## config.mk

```make
export PLATFORM = sky130hd
export DESIGN_NAME = key_value_table_flat
export DESIGN_NICKNAME = d
export VERILOG_FILES = /design/src/rtl/kvt_pkg.sv /design/src/rtl/kvt_if.sv /design/src/rtl/kvt_store.sv /design/src/rtl/kvt_ctrl.sv /design/src/rtl/key_value_table.sv /design/src/flat_wrapper.sv
export VERILOG_INCLUDE_DIRS = /design/src /design/src/rtl
export SDC_FILE = /design/constraint.sdc
export NUM_CORES = 1
export LEC_CHECK = 0
export BUFFER_PORTS_ARGS = -buffer_cell sky130_fd_sc_hd__clkbuf_2
export CAP_MARGIN = 25
export CORE_UTILIZATION = 45
export CTS_BUF_LIST = sky130_fd_sc_hd__clkbuf_2
export DETAILED_ROUTE_END_ITERATION = 8
export GPL_TIMING_DRIVEN = 1
export SLEW_MARGIN = 40
export SYNTH_ARGS = -nofsm -noshare
export SYNTH_HDL_FRONTEND = slang
export SYNTH_SLANG_ARGS = --single-unit
```

## constraint.sdc

```tcl
create_clock -name clk -period 11.9 [get_ports clk]
set_input_delay 1.19 -clock clk [delete_from_list [all_inputs] [get_ports clk]]
set_output_delay 1.19 -clock clk [all_outputs]
set_load 0.01 [all_outputs]
```

## src/rtl/key_value_table_assert.svh

```systemverilog
// Assertion macros for the key/value table.
// Used by the top level only; no other dependencies.
`ifndef KEY_VALUE_TABLE_ASSERT_SVH
`define KEY_VALUE_TABLE_ASSERT_SVH

// same-cycle implication
`define KVT_ASSERT_IMP(lbl, clk, rst_n, ante, cons) \
  lbl: assert property (@(posedge clk) disable iff (!rst_n) (ante) |-> (cons)) \
    else $error("key_value_table: implication check failed");

// next-cycle implication
`define KVT_ASSERT_NXT(lbl, clk, rst_n, ante, cons) \
  lbl: assert property (@(posedge clk) disable iff (!rst_n) (ante) |=> (cons)) \
    else $error("key_value_table: next-cycle check failed");

`endif

```

## src/rtl/kvt_pkg.sv

```systemverilog
// Shared types and constants for the key/value table.
// No dependencies.
package kvt_pkg;

  localparam int FIELD_W   = 32;
  localparam int OP_W      = 2;
  localparam int CNT_OUT_W = 5;

  localparam logic [OP_W-1:0] OP_ADD    = 2'd0;
  localparam logic [OP_W-1:0] OP_LOOKUP = 2'd1;
  localparam logic [OP_W-1:0] OP_REMOVE = 2'd2;

  typedef struct packed {
    logic                 ok;
    logic [FIELD_W-1:0]   found_value;
    logic                 full_res;
    logic [CNT_OUT_W-1:0] entry_count;
    logic                 is_empty;
  } kvt_res_t;

  typedef struct packed {
    logic rd_en;
    logic we_kv;
    logic we_vld;
    logic wvld;
  } kvt_mem_ctl_t;

endpackage

```

## src/rtl/kvt_if.sv

```systemverilog
// Valid/ready channel interfaces for request and result items.
// Depends on kvt_pkg for field widths.
interface kvt_in_if;
  import kvt_pkg::*;
  logic               valid;
  logic               ready;
  logic [OP_W-1:0]    operation;
  logic [FIELD_W-1:0] key;
  logic [FIELD_W-1:0] value;
  modport source (output valid, operation, key, value, input ready);
  modport sink (input valid, operation, key, value, output ready);
endinterface

interface kvt_out_if;
  import kvt_pkg::*;
  logic                 valid;
  logic                 ready;
  logic                 ok;
  logic [FIELD_W-1:0]   found_value;
  logic                 full_res;
  logic [CNT_OUT_W-1:0] entry_count;
  logic                 is_empty;
  modport source (output valid, ok, found_value, full_res, entry_count, is_empty,
                  input ready);
  modport sink (input valid, ok, found_value, full_res, entry_count, is_empty,
                output ready);
endinterface

```

## src/rtl/kvt_store.sv

```systemverilog
// Slot memories: keys, values and valid marks, one shared port.
// Depends on kvt_pkg for the control struct.
module kvt_store #(
  parameter int CAPACITY = 16,
  parameter int KW       = 32,
  parameter int VW       = 32
) (
  input  logic                        clk,
  input  kvt_pkg::kvt_mem_ctl_t       ctl,
  input  logic [$clog2(CAPACITY)-1:0] addr,
  input  logic [KW-1:0]               wkey,
  input  logic [VW-1:0]               wval,
  output logic [KW-1:0]               q_key,
  output logic [VW-1:0]               q_val,
  output logic                        q_vld
);
  import kvt_pkg::*;

  logic [KW-1:0] key_mem [CAPACITY];
  logic [VW-1:0] val_mem [CAPACITY];
  logic          vld_mem [CAPACITY];

  always_ff @(posedge clk) begin
    if (ctl.we_kv) begin
      key_mem[addr] <= wkey;
      val_mem[addr] <= wval;
    end
    if (ctl.we_vld) begin
      vld_mem[addr] <= ctl.wvld;
    end
    if (ctl.rd_en) begin
      q_key <= key_mem[addr];
      q_val <= val_mem[addr];
      q_vld <= vld_mem[addr];
    end
  end

endmodule

```

## src/rtl/kvt_ctrl.sv

```systemverilog
// Sequencer: clearing pass, slot scan through one comparator, write-back.
// Depends on kvt_pkg; drives kvt_store.
module kvt_ctrl #(
  parameter int CAPACITY = 16,
  parameter int KW       = 32,
  parameter int VW       = 32
) (
  input  logic                          clk,
  input  logic                          rst_n,
  input  logic                          start,
  input  logic [kvt_pkg::OP_W-1:0]      op,
  input  logic [KW-1:0]                 key,
  input  logic [VW-1:0]                 value,
  output logic                          idle,
  input  logic                          out_free,
  output logic                          res_load,
  output kvt_pkg::kvt_res_t             res,
  output kvt_pkg::kvt_mem_ctl_t         mem_ctl,
  output logic [$clog2(CAPACITY)-1:0]   mem_addr,
  output logic [KW-1:0]                 mem_wkey,
  output logic [VW-1:0]                 mem_wval,
  input  logic [KW-1:0]                 q_key,
  input  logic [VW-1:0]                 q_val,
  input  logic                          q_vld
);
  import kvt_pkg::*;

  localparam int AW = $clog2(CAPACITY);
  localparam int CW = $clog2(CAPACITY + 1);
  localparam logic [AW-1:0] LAST_IDX = AW'(CAPACITY - 1);
  localparam logic [CW-1:0] CAP_CNT  = CW'(CAPACITY);

  localparam logic [2:0] ST_CLR   = 3'd0;
  localparam logic [2:0] ST_IDLE  = 3'd1;
  localparam logic [2:0] ST_SCAN  = 3'd2;
  localparam logic [2:0] ST_TAIL  = 3'd3;
  localparam logic [2:0] ST_WRITE = 3'd4;

  logic [2:0]      state_r, state_nxt;
  logic [AW-1:0]   idx_r, idx_nxt;
  logic [OP_W-1:0] op_r;
  logic [KW-1:0]   key_r;
  logic [VW-1:0]   val_r;
  logic            rd_vld_r, rd_vld_nxt;
  logic [AW-1:0]   rd_idx_r;
  logic            hit_r, hit_nxt;
  logic [AW-1:0]   hit_idx_r;
  logic [VW-1:0]   hit_val_r;
  logic            free_r, free_nxt;
  logic [AW-1:0]   free_idx_r;
  logic [CW-1:0]   cnt_r, cnt_nxt;

  logic key_match, slot_free, is_full, do_add, do_rem;

  // shared comparator on the registered read data
  assign key_match = rd_vld_r && q_vld && (q_key == key_r);
  assign slot_free = rd_vld_r && !q_vld;

  assign is_full = (cnt_r >= CAP_CNT);
  assign do_add  = (op_r == OP_ADD) && !hit_r && !is_full;
  assign do_rem  = (op_r == OP_REMOVE) && hit_r;

  assign idle     = (state_r == ST_IDLE);
  assign mem_wkey = key_r;
  assign mem_wval = val_r;

  always_comb begin
    state_nxt  = state_r;
    idx_nxt    = idx_r;
    rd_vld_nxt = 1'b0;
    hit_nxt    = hit_r;
    free_nxt   = free_r;
    cnt_nxt    = cnt_r;
    mem_ctl    = '0;
    mem_addr   = idx_r;
    res_load   = 1'b0;
    res        = '0;

    if (key_match) begin
      hit_nxt = 1'b1;
    end
    if (slot_free) begin
      free_nxt = 1'b1;
    end

    unique case (state_r)
      ST_CLR: begin
        mem_ctl.we_vld = 1'b1;
        mem_ctl.wvld   = 1'b0;
        idx_nxt        = idx_r + 1'b1;
        if (idx_r == LAST_IDX) begin
          idx_nxt   = '0;
          state_nxt = ST_IDLE;
        end
      end
      ST_IDLE: begin
        if (start) begin
          idx_nxt   = '0;
          hit_nxt   = 1'b0;
          free_nxt  = 1'b0;
          state_nxt = ST_SCAN;
        end
      end
      ST_SCAN: begin
        mem_ctl.rd_en = 1'b1;
        rd_vld_nxt    = 1'b1;
        idx_nxt       = idx_r + 1'b1;
        if (idx_r == LAST_IDX) begin
          state_nxt = ST_TAIL;
        end
      end
      ST_TAIL: begin
        state_nxt = ST_WRITE;
      end
      ST_WRITE: begin
        if (out_free) begin
          res_load  = 1'b1;
          state_nxt = ST_IDLE;
          if (do_add) begin
            mem_ctl.we_kv  = 1'b1;
            mem_ctl.we_vld = 1'b1;
            mem_ctl.wvld   = 1'b1;
            mem_addr       = free_idx_r;
            cnt_nxt        = cnt_r + 1'b1;
          end else if (do_rem) begin
            mem_ctl.we_vld = 1'b1;
            mem_ctl.wvld   = 1'b0;
            mem_addr       = hit_idx_r;
            cnt_nxt        = cnt_r - 1'b1;
          end
        end
        res.ok          = do_add || do_rem || ((op_r == OP_LOOKUP) && hit_r);
        res.found_value = ((op_r == OP_LOOKUP) && hit_r) ? FIELD_W'(hit_val_r) : '0;
        res.full_res    = (op_r == OP_ADD) && !hit_r && is_full;
        res.entry_count = CNT_OUT_W'(cnt_nxt);
        res.is_empty    = (cnt_nxt == '0);
      end
      default: begin
        state_nxt = ST_CLR;
      end
    endcase
  end

  always_ff @(posedge clk) begin
    if (!rst_n) begin
      state_r  <= ST_CLR;
      idx_r    <= '0;
      rd_vld_r <= 1'b0;
      hit_r    <= 1'b0;
      free_r   <= 1'b0;
      cnt_r    <= '0;
    end else begin
      state_r  <= state_nxt;
      idx_r    <= idx_nxt;
      rd_vld_r <= rd_vld_nxt;
      hit_r    <= hit_nxt;
      free_r   <= free_nxt;
      cnt_r    <= cnt_nxt;
    end
  end

  // payload registers
  always_ff @(posedge clk) begin
    rd_idx_r <= idx_r;
    if (idle && start) begin
      op_r  <= op;
      key_r <= key;
      val_r <= value;
    end
    if (key_match && !hit_r) begin
      hit_idx_r <= rd_idx_r;
      hit_val_r <= q_val;
    end
    if (slot_free && !free_r) begin
      free_idx_r <= rd_idx_r;
    end
  end

endmodule

```

## src/rtl/key_value_table.sv

```systemverilog
// key_value_table: fixed-capacity key/value table with unique keys.
// Depends on kvt_pkg, kvt_if, kvt_store, kvt_ctrl and the assertion header.
//
// Usage:
//   in_ch carries one request item: operation (add, look up, remove), key
//   and value. out_ch returns one result item per request: ok, found_value,
//   full_res, entry_count and is_empty after the operation.
//   Each request scans every slot through the single port of the slot
//   memory, one slot a cycle, and one comparator checks the key against
//   each. An accepted item passes the scan, a tail state and write-back,
//   after which the result is registered; the next item is accepted only
//   once the write-back is done, so one item is handled at a time.
//   After reset a clearing pass marks every slot free; in_ch.ready
//   stays low during it.
//   The result sits in an output register. A new request is accepted while
//   it waits; if the receiver still stalls when the next result is ready,
//   the block holds in write-back until the register frees.
//   Keys and values are held to their low KEY_BITS and VALUE_BITS bits.
module key_value_table #(
  parameter int CAPACITY   = 16,
  parameter int KEY_BITS   = 32,
  parameter int VALUE_BITS = 32
) (
  input logic      clk,
  input logic      rst_n,
  kvt_in_if.sink   in_ch,
  kvt_out_if.source out_ch
);
  import kvt_pkg::*;
  `include "key_value_table_assert.svh"

  localparam int KW = (KEY_BITS < FIELD_W) ? KEY_BITS : FIELD_W;
  localparam int VW = (VALUE_BITS < FIELD_W) ? VALUE_BITS : FIELD_W;
  localparam int AW = $clog2(CAPACITY);

  logic          ctrl_idle, out_free, res_load, in_acc;
  kvt_res_t      res, out_r;
  logic          out_valid_r;
  kvt_mem_ctl_t  mem_ctl;
  logic [AW-1:0] mem_addr;
  logic [KW-1:0] mem_wkey, q_key;
  logic [VW-1:0] mem_wval, q_val;
  logic          q_vld;

  assign in_ch.ready = ctrl_idle;
  assign in_acc      = in_ch.valid && ctrl_idle;
  assign out_free    = !out_valid_r || out_ch.ready;

  kvt_ctrl #(
    .CAPACITY (CAPACITY),
    .KW       (KW),
    .VW       (VW)
  ) u_ctrl (
    .clk      (clk),
    .rst_n    (rst_n),
    .start    (in_acc),
    .op       (in_ch.operation),
    .key      (in_ch.key[KW-1:0]),
    .value    (in_ch.value[VW-1:0]),
    .idle     (ctrl_idle),
    .out_free (out_free),
    .res_load (res_load),
    .res      (res),
    .mem_ctl  (mem_ctl),
    .mem_addr (mem_addr),
    .mem_wkey (mem_wkey),
    .mem_wval (mem_wval),
    .q_key    (q_key),
    .q_val    (q_val),
    .q_vld    (q_vld)
  );

  kvt_store #(
    .CAPACITY (CAPACITY),
    .KW       (KW),
    .VW       (VW)
  ) u_store (
    .clk   (clk),
    .ctl   (mem_ctl),
    .addr  (mem_addr),
    .wkey  (mem_wkey),
    .wval  (mem_wval),
    .q_key (q_key),
    .q_val (q_val),
    .q_vld (q_vld)
  );

  always_ff @(posedge clk) begin
    if (!rst_n) begin
      out_valid_r <= 1'b0;
    end else if (res_load) begin
      out_valid_r <= 1'b1;
    end else if (out_ch.ready) begin
      out_valid_r <= 1'b0;
    end
  end

  always_ff @(posedge clk) begin
    if (res_load) begin
      out_r <= res;
    end
  end

  assign out_ch.valid       = out_valid_r;
  assign out_ch.ok          = out_r.ok;
  assign out_ch.found_value = out_r.found_value;
  assign out_ch.full_res    = out_r.full_res;
  assign out_ch.entry_count = out_r.entry_count;
  assign out_ch.is_empty    = out_r.is_empty;

  `KVT_ASSERT_NXT(a_busy_after_accept, clk, rst_n, in_acc, !in_ch.ready)
  `KVT_ASSERT_IMP(a_load_only_when_free, clk, rst_n, res_load, out_free)
  `KVT_ASSERT_IMP(a_ok_excludes_full, clk, rst_n, out_valid_r, !(out_r.ok && out_r.full_res))

endmodule
```

## src/flat_wrapper.sv

```systemverilog
// flat-port wrapper written by rule: the top's interface ports become plain ports
module key_value_table_flat import kvt_pkg::*;
#(
  parameter int CAPACITY   = 16,
  parameter int KEY_BITS   = 32,
  parameter int VALUE_BITS = 32
)
  (clk, rst_n, in_ch_valid, in_ch_operation, in_ch_key, in_ch_value, in_ch_ready, out_ch_valid, out_ch_ok, out_ch_found_value, out_ch_full_res, out_ch_entry_count, out_ch_is_empty, out_ch_ready);
  kvt_in_if in_ch_i ();
  kvt_out_if out_ch_i ();
  input logic clk;
  input logic rst_n;
  input wire logic [$bits(in_ch_i.valid)-1:0] in_ch_valid;
  input wire logic [$bits(in_ch_i.operation)-1:0] in_ch_operation;
  input wire logic [$bits(in_ch_i.key)-1:0] in_ch_key;
  input wire logic [$bits(in_ch_i.value)-1:0] in_ch_value;
  output wire logic [$bits(in_ch_i.ready)-1:0] in_ch_ready;
  output wire logic [$bits(out_ch_i.valid)-1:0] out_ch_valid;
  output wire logic [$bits(out_ch_i.ok)-1:0] out_ch_ok;
  output wire logic [$bits(out_ch_i.found_value)-1:0] out_ch_found_value;
  output wire logic [$bits(out_ch_i.full_res)-1:0] out_ch_full_res;
  output wire logic [$bits(out_ch_i.entry_count)-1:0] out_ch_entry_count;
  output wire logic [$bits(out_ch_i.is_empty)-1:0] out_ch_is_empty;
  input wire logic [$bits(out_ch_i.ready)-1:0] out_ch_ready;
  assign in_ch_i.valid = in_ch_valid;
  assign in_ch_i.operation = in_ch_operation;
  assign in_ch_i.key = in_ch_key;
  assign in_ch_i.value = in_ch_value;
  assign in_ch_ready = in_ch_i.ready;
  assign out_ch_valid = out_ch_i.valid;
  assign out_ch_ok = out_ch_i.ok;
  assign out_ch_found_value = out_ch_i.found_value;
  assign out_ch_full_res = out_ch_i.full_res;
  assign out_ch_entry_count = out_ch_i.entry_count;
  assign out_ch_is_empty = out_ch_i.is_empty;
  assign out_ch_i.ready = out_ch_ready;
  key_value_table #(.CAPACITY(CAPACITY), .KEY_BITS(KEY_BITS), .VALUE_BITS(VALUE_BITS)) u_core (.clk(clk), .rst_n(rst_n), .in_ch(in_ch_i), .out_ch(out_ch_i));
endmodule
```

After elaboration in Yosys (flattened, before gate mapping)
Memory sizes are Yosys's and may differ from the RTL's. A register that Yosys moved wholly into a read port is not among the register bits. Cells that the tools add are included.

Memories: 3. Input bits: 70. Output and inout bits: 42. Register bits after elaboration: 166. Word-level logic and storage cells: 103. Memory bits (writable): 1040.

Mux-type cells: 37. $add $sub $neg: 3. Equality and inequality tests: 12. Order comparisons: 1. Reduce and logical (&&, ||, !) cells: 28.

Memories: u_core.u_store.key_mem (depth 16, width 32, read ports 1, clocked after Yosys merged registers in 1, write ports 1, RTL line kvt_store.sv:19) `logic [KW-1:0] key_mem [CAPACITY];`; u_core.u_store.val_mem (depth 16, width 32, read ports 1, clocked after Yosys merged registers in 1, write ports 1, RTL line kvt_store.sv:20) `logic [VW-1:0] val_mem [CAPACITY];`; u_core.u_store.vld_mem (depth 16, width 1, read ports 1, clocked after Yosys merged registers in 1, write ports 1, RTL line kvt_store.sv:21) `logic vld_mem [CAPACITY];`.

Operator list (count): 32-bit equality test (1); 4-bit two-way mux (6); 5-bit two-way mux (4); 1-bit two-way mux (17); 3-bit two-way mux (5); 3-bit case mux with 5 select lines (1); 1-bit logical AND (12); 4-bit case mux with 3 select lines (1); 3-bit by 2-bit equality test with 1-bit output (second input constant) (2); 2-bit != test (second input constant) (3); 5-bit by 1-bit adder with 5-bit output (second input constant) (1); 5-bit >= comparator (second input constant) (1); 1-bit logical NOT (5); 5-bit logical NOT (1); 5-bit by 1-bit subtractor with 5-bit output (second input constant) (1); 4-bit by 1-bit adder with 4-bit output (second input constant) (1); 4-bit equality test (second input constant) (1); 2-bit two-way mux (2); 2-bit case mux with 2 select lines (1); 2-bit AND reduction (2); 4-bit AND reduction (1); 3-bit by 1-bit equality test with 1-bit output (second input constant) (1); 3-bit equality test (second input constant) (1); 3-bit logical NOT (1); 7 further kinds (9).

Depth between registers and ports, before layout
Depth after elaboration: 8. Mapped depth: 11. Mapped depth without buffers: 8.

Cells and area by module
From an unflattened synthesis, not the netlist that was laid out.

Cells, all modules: 2076. Area, all modules: 47125.2 sq um.

Modules (own cells, without submodules): kvt_store (cells each 1701, times used 1, area each 40949.3 sq um, sequential area each 33181.8 sq um); kvt_ctrl (cells each 330, times used 1, area each 4919.7 sq um, sequential area each 3563.4 sq um); key_value_table (cells each 45, times used 1, area each 1256.2 sq um, sequential area each 1221.2 sq um).

Worst setup path after synthesis
No wires, ideal clock.

Path kind: input port to flip-flop. Start: input out_ch_ready. End: memory u_core.u_store.key_mem[11][0], enable pin. Path slack: 4.472 ns. Data required time: 11.336 ns. Stages: 8. Setup time: 0.564 ns. Data arrival time: 6.864 ns. Path buffers: 4. Cells stage by stage: nor2b_1 clkbuf_1 a2111oi_4 o21ai_2 buf_2 clkbuf_1 clkbuf_1 nor3_1.

Word-level cells in the longest chain between the ends: 5. Elaborated cells between the ends (all ways): 7. Classes of those cells: mux (6); reduce/logical (1).

RTL lines: start: declaration (RTL line flat_wrapper.sv:24) `input wire logic [$bits(out_ch_i.ready)-1:0] out_ch_ready;`; 1-bit logical OR (*) (RTL line key_value_table.sv:47) `assign out_free = !out_valid_r || out_ch.ready;`; 3-bit two-way mux (RTL line kvt_ctrl.sv:116) `if (out_free) begin`; 1-bit two-way mux (RTL line kvt_ctrl.sv:86) `unique case (state_r)`; 1-bit two-way mux (RTL line kvt_store.sv:24) `if (ctl.we_kv) begin`; 1-bit two-way mux (not written as such) (RTL line kvt_store.sv:25) `key_mem[addr] <= wkey;`; end: declaration (RTL line kvt_store.sv:19).

Mark *: on every way between the ends. The rest lies on a longest branch, timed or not.

Worst setup path in the final report
Start: register u_core.u_ctrl.state_r[2]. End: register u_core.u_store.q_val[22], read port of u_core.u_store.val_mem (data pin).

Word-level cells in the longest chain between the ends: 2. Elaborated cells between the ends (all ways): 4. Classes of those cells: eq/ne (2); mux (2).

RTL lines: start: declaration (RTL line kvt_ctrl.sv:39) `logic [2:0] state_r, state_nxt;`; start signal: assignment (RTL line kvt_ctrl.sv:153) `state_r <= state_nxt;`; 3-bit equality test or 3-bit by 2-bit equality test with 1-bit output (tied branches) (RTL line kvt_ctrl.sv:86); 4-bit two-way mux or 1-bit two-way mux (tied branches) (RTL line kvt_ctrl.sv:86); end: declaration (RTL line kvt_store.sv:14) `output logic [VW-1:0] q_val,`.

Parallel ways exist; a longest one is shown, timed or not. A chain may end at the register's enable or synchronous reset.

==> key figures <==
Logic synthesis
  • Netlist cell types: 60
  • Synth top area cells: edfxtp_1 (79%), mux2i_1 (5.5%), o32ai_1 (4.8%)
  • Mapped Avg Cell Area: 17.0 sq um
  • Synth Flop Type: edfxtp_1
  • Yosys top cell by area: edfxtp_1
  • Area of the mapped netlist: 47700 sq um
  • Syn nets: 2876
  • Syn. warnings: 0
  • Seq/Total Area, Yosys: 79.5%
  • Commonest cells in the netlist: edfxtp_1 (1251), nor2_1 (564), mux2i_1 (262)
  • Cell with the most instances after synthesis: edfxtp_1
  • EDFF count, synth: 1251
  • FF+latch count, synth: 1271
  • Syn Inst Count: 2803
  • Top-area cell type share of the netlist area: 78.7%
  • FFs w/ async S/R, synth: 0%

Worst hold path
  • Worst min-delay path class: primary input to flop
  • Hold worst-path end: u_core.u_ctrl.hit_r
  • Hold Path Origin: in_ch_valid
  • Hold-critical path depth: 4

Power and ir drop
  • Pleak: 19.0 nW
  • Pwr/cell area: 151 nW/um^2
  • VDD IR max: 0.0677 mV

Place
  • HPWL Detailed: 56300 um
  • Placed cell count: 4206
  • Final GP Congestion: 0.771
  • Minimum setup slack after placement: 6.25 ns
  • IO Port Bufs: 111

Timing
  • Final hold vios: 0
  • Actual slew at the worst max-slew pin: 1.00 ns
  • Crit path time final: 5.14 ns
  • Setup_tns: 0 ns
  • Max Fclk: 194 MHz
  • Period utilization: 43.2%
  • Max-slew violation count: 0
  • Worst Skew: 0.128 ns
  • Rel. slew slack: 33.1%
  • Final setup violation count: 0
  • Worst setup margin: 6.76 ns
  • Unrepaired setup endpoints after global routing: no

Setup path
  • Req. time, crit path: 13.06 ns
  • CP Launch Type: flop
  • Reg2reg path depth: 7
  • Reg2reg setup slack: 6.76 ns
  • Reg2Reg Capture Point: u_core.u_store.q_val[22]
  • CP delay by family, top: simple AND/OR/NAND/NOR gates
  • WS Path Type: flop to flop
  • Critical Path Fanout Max: 38
  • Max stage delay on crit path: 0.76 ns
  • Worst Path Buf+Inv: 1
  • Slowest CP cell: buf_4
  • CP Capture Type: flop
  • Crit path cell chain: or3b_1 > a2111oi_4 > o32a_1 > or2_4 > buf_4 > o32ai_1 > or4_1
  • Worst r2r src: u_core.u_ctrl.state_r[2]
  • Arrival time worst endpoint: 6.31 ns

Detailed routing
  • Final WL: 121000 um
  • Vias/cell: 5.61
  • Routed via count: 27300
  • Avg WL per Cell: 24.9 um
  • Initial DRC Count: 3041
  • ANT nets after route: 0
  • DRT Pass-1 Iters: 5
  • # DRC: 0

Global routing
  • Wire length of the first global-routing pass: 175000 um
  • Gr ovfl total: 0
  • Total GRT Usage: 22.4%
  • Via count of the first global-routing pass: 27200
  • Initial antenna violation count: 4
  • Pin count of the biggest net entering global routing: 95

Die
  • Initial core utilization: 45.3%
  • Die Height: 328 um
  • Boundary pin count: 112
  • Row cnt: 119
  • Die Wd: 328 um
  • Core area: 105000 sq um
  • Die area: 107000 sq um

Flow run
  • Max Cap Viol: 0

Layout
  • Finished Layout Cells: 4863
  • Layout area overhead: 12.8%
  • Share of cells above drive strength 1: 20.7%
  • Nets: 3297

Clocking
  • Skew-Pair Late Insertion Delay: 1.55 ns
  • CTS root buffer: clkbuf_2
  • CTS Buf Count: 337
  • Clock sinks: 1271
  • Clk pin slew, worst setup/hold paths: 0.10 ns
  • CTS tree: built
  • # H-tree levels: 5
  • Worst-case clock buffer depth: 4
  • Post-CTS setup buffers: 0

Status
  • Run status: finished, final reports clean
==> cell type report <==
cell class / instances / area [sq um]
diodes: 7 / 17.5
clock buffers: 470 / 2350
clock inverters: 110 / 678
fillers: 8732 / 51400
inverters: 8 / 32.5
multi-input cells: 1362 / 9180
flip-flops and latches: 1271 / 38000
well taps: 1391 / 1740
repair buffers: 244 / 1870
==> where the power goes <==
group          total, mW  internal [mW]  switching, mW
clock network       2.98           1.26           1.72
logic              0.315          0.120          0.195
registers           4.85           4.85        0.00297
==> worst max-delay path by stage <==
stage	slack [ns]	start	to	cells past startpoint
2_1_floorplan	4.47	out_ch_ready	u_core.u_store.key_mem[11][0]	8
6_report	6.76	u_core.u_ctrl.state_r[2]	u_core.u_store.q_val[22]	7
3_3_place_gp	5.95	out_ch_ready	u_core.u_store.q_val[7]	9
5_1_grt	6.54	u_core.u_ctrl.state_r[2]	u_core.u_store.q_val[22]	7
4_1_cts	6.79	u_core.u_ctrl.state_r[2]	u_core.u_store.q_val[22]	7
3_5_place_dp	6.25	out_ch_ready	u_core.u_store.q_val[29]	10
==> worst register-to-register path, stage by stage, from the launching register on <==
cell and delay [ns]:
dfxtp_1 0.48, or3b_1 0.66, a2111oi_4 0.71, o32a_1 0.75, or2_4 0.68, buf_4 0.76, o32ai_1 0.28, or4_1 0.53
==> stage by stage <==
stage / area (sq um) / utilization, % / power, mW / hold slack, ns
after floorplan: 47700 / - / 5.16 / 0.329
after global placement: 49900 / 47.4 / 5.25 / 0.401
after detailed placement: 50100 / 47.5 / 5.25 / 0.405
after CTS: 53800 / 51.1 / 8.23 / 0.0292
after global routing: 53800 / 51.1 / 8.48 / 0.0384
final: 53800 / 51.1 / 8.15 / 0.192
==> layer usage <==
metal,GRT usage [%],routed length (um)
met3,4.58,9780
met4,7.21,2200
met5,0,0
met2,35.5,57300
met1,31.0,51800
==> repair_timing <==
| action | 4_1_cts | 5_1_grt |
|---|---|---|
| gates resized for setup | 0 | 0 |
| hold buffers | 67 | 0 |
| endpoints found under the hold margin | 70 | 0 |
==> sequential cells by signal (all words and copies together) (netlist names), 16 cells and up <==
signal and count:
u_core.out_ch.found_value 32, u_core.u_ctrl.hit_val_r 32, u_core.u_ctrl.mem_wkey 32, u_core.u_ctrl.mem_wval 32, u_core.u_store.key_mem 512, u_core.u_store.q_key 32
u_core.u_store.q_val 32, u_core.u_store.val_mem 512, u_core.u_store.vld_mem 16
==> layout by cell type, fill, tap and decap left out, types with 3 or more instances in the layout <==
cell / n
a21boi_0: 4
a21oi_1: 6
and2_1: 37
and3_1: 3
buf_12: 5
buf_4: 43
buf_6: 16
bufinv_16: 9
clkbuf_2: 581
clkinv_1: 80
clkinv_2: 16
dfxtp_1: 20
diode_2: 7
dlygate4sd3_1: 67
edfxtp_1: 1251
ha_1: 3
inv_1: 7
inv_2: 3
mux2i_1: 262
nand2_1: 21
nand3_1: 12
nor2_1: 550
nor2_4: 14
nor2b_1: 4
nor3_1: 8
nor3_2: 5
nor3b_1: 3
nor4_1: 9
o21ai_0: 10
o32ai_1: 261
or4_1: 66
xnor2_1: 6
xor2_1: 30
==> cell families (layout without fill, tap and decap cells) <==
kind of cell	Yosys count	after routing	share of synthesized area [%]
AOI/OAI and AO/OA	304	304	5.48
xor gates and xnor gates	36	36	0.661
adders and majority gates	3	3	0.0786
buffers and inverters	170	832	1.68
DFF	1271	1271	79.5
muxes	265	265	5.57
other	0	7	0
and+or+nand+nor	754	754	6.99
(Power assumes the default switching activity.)
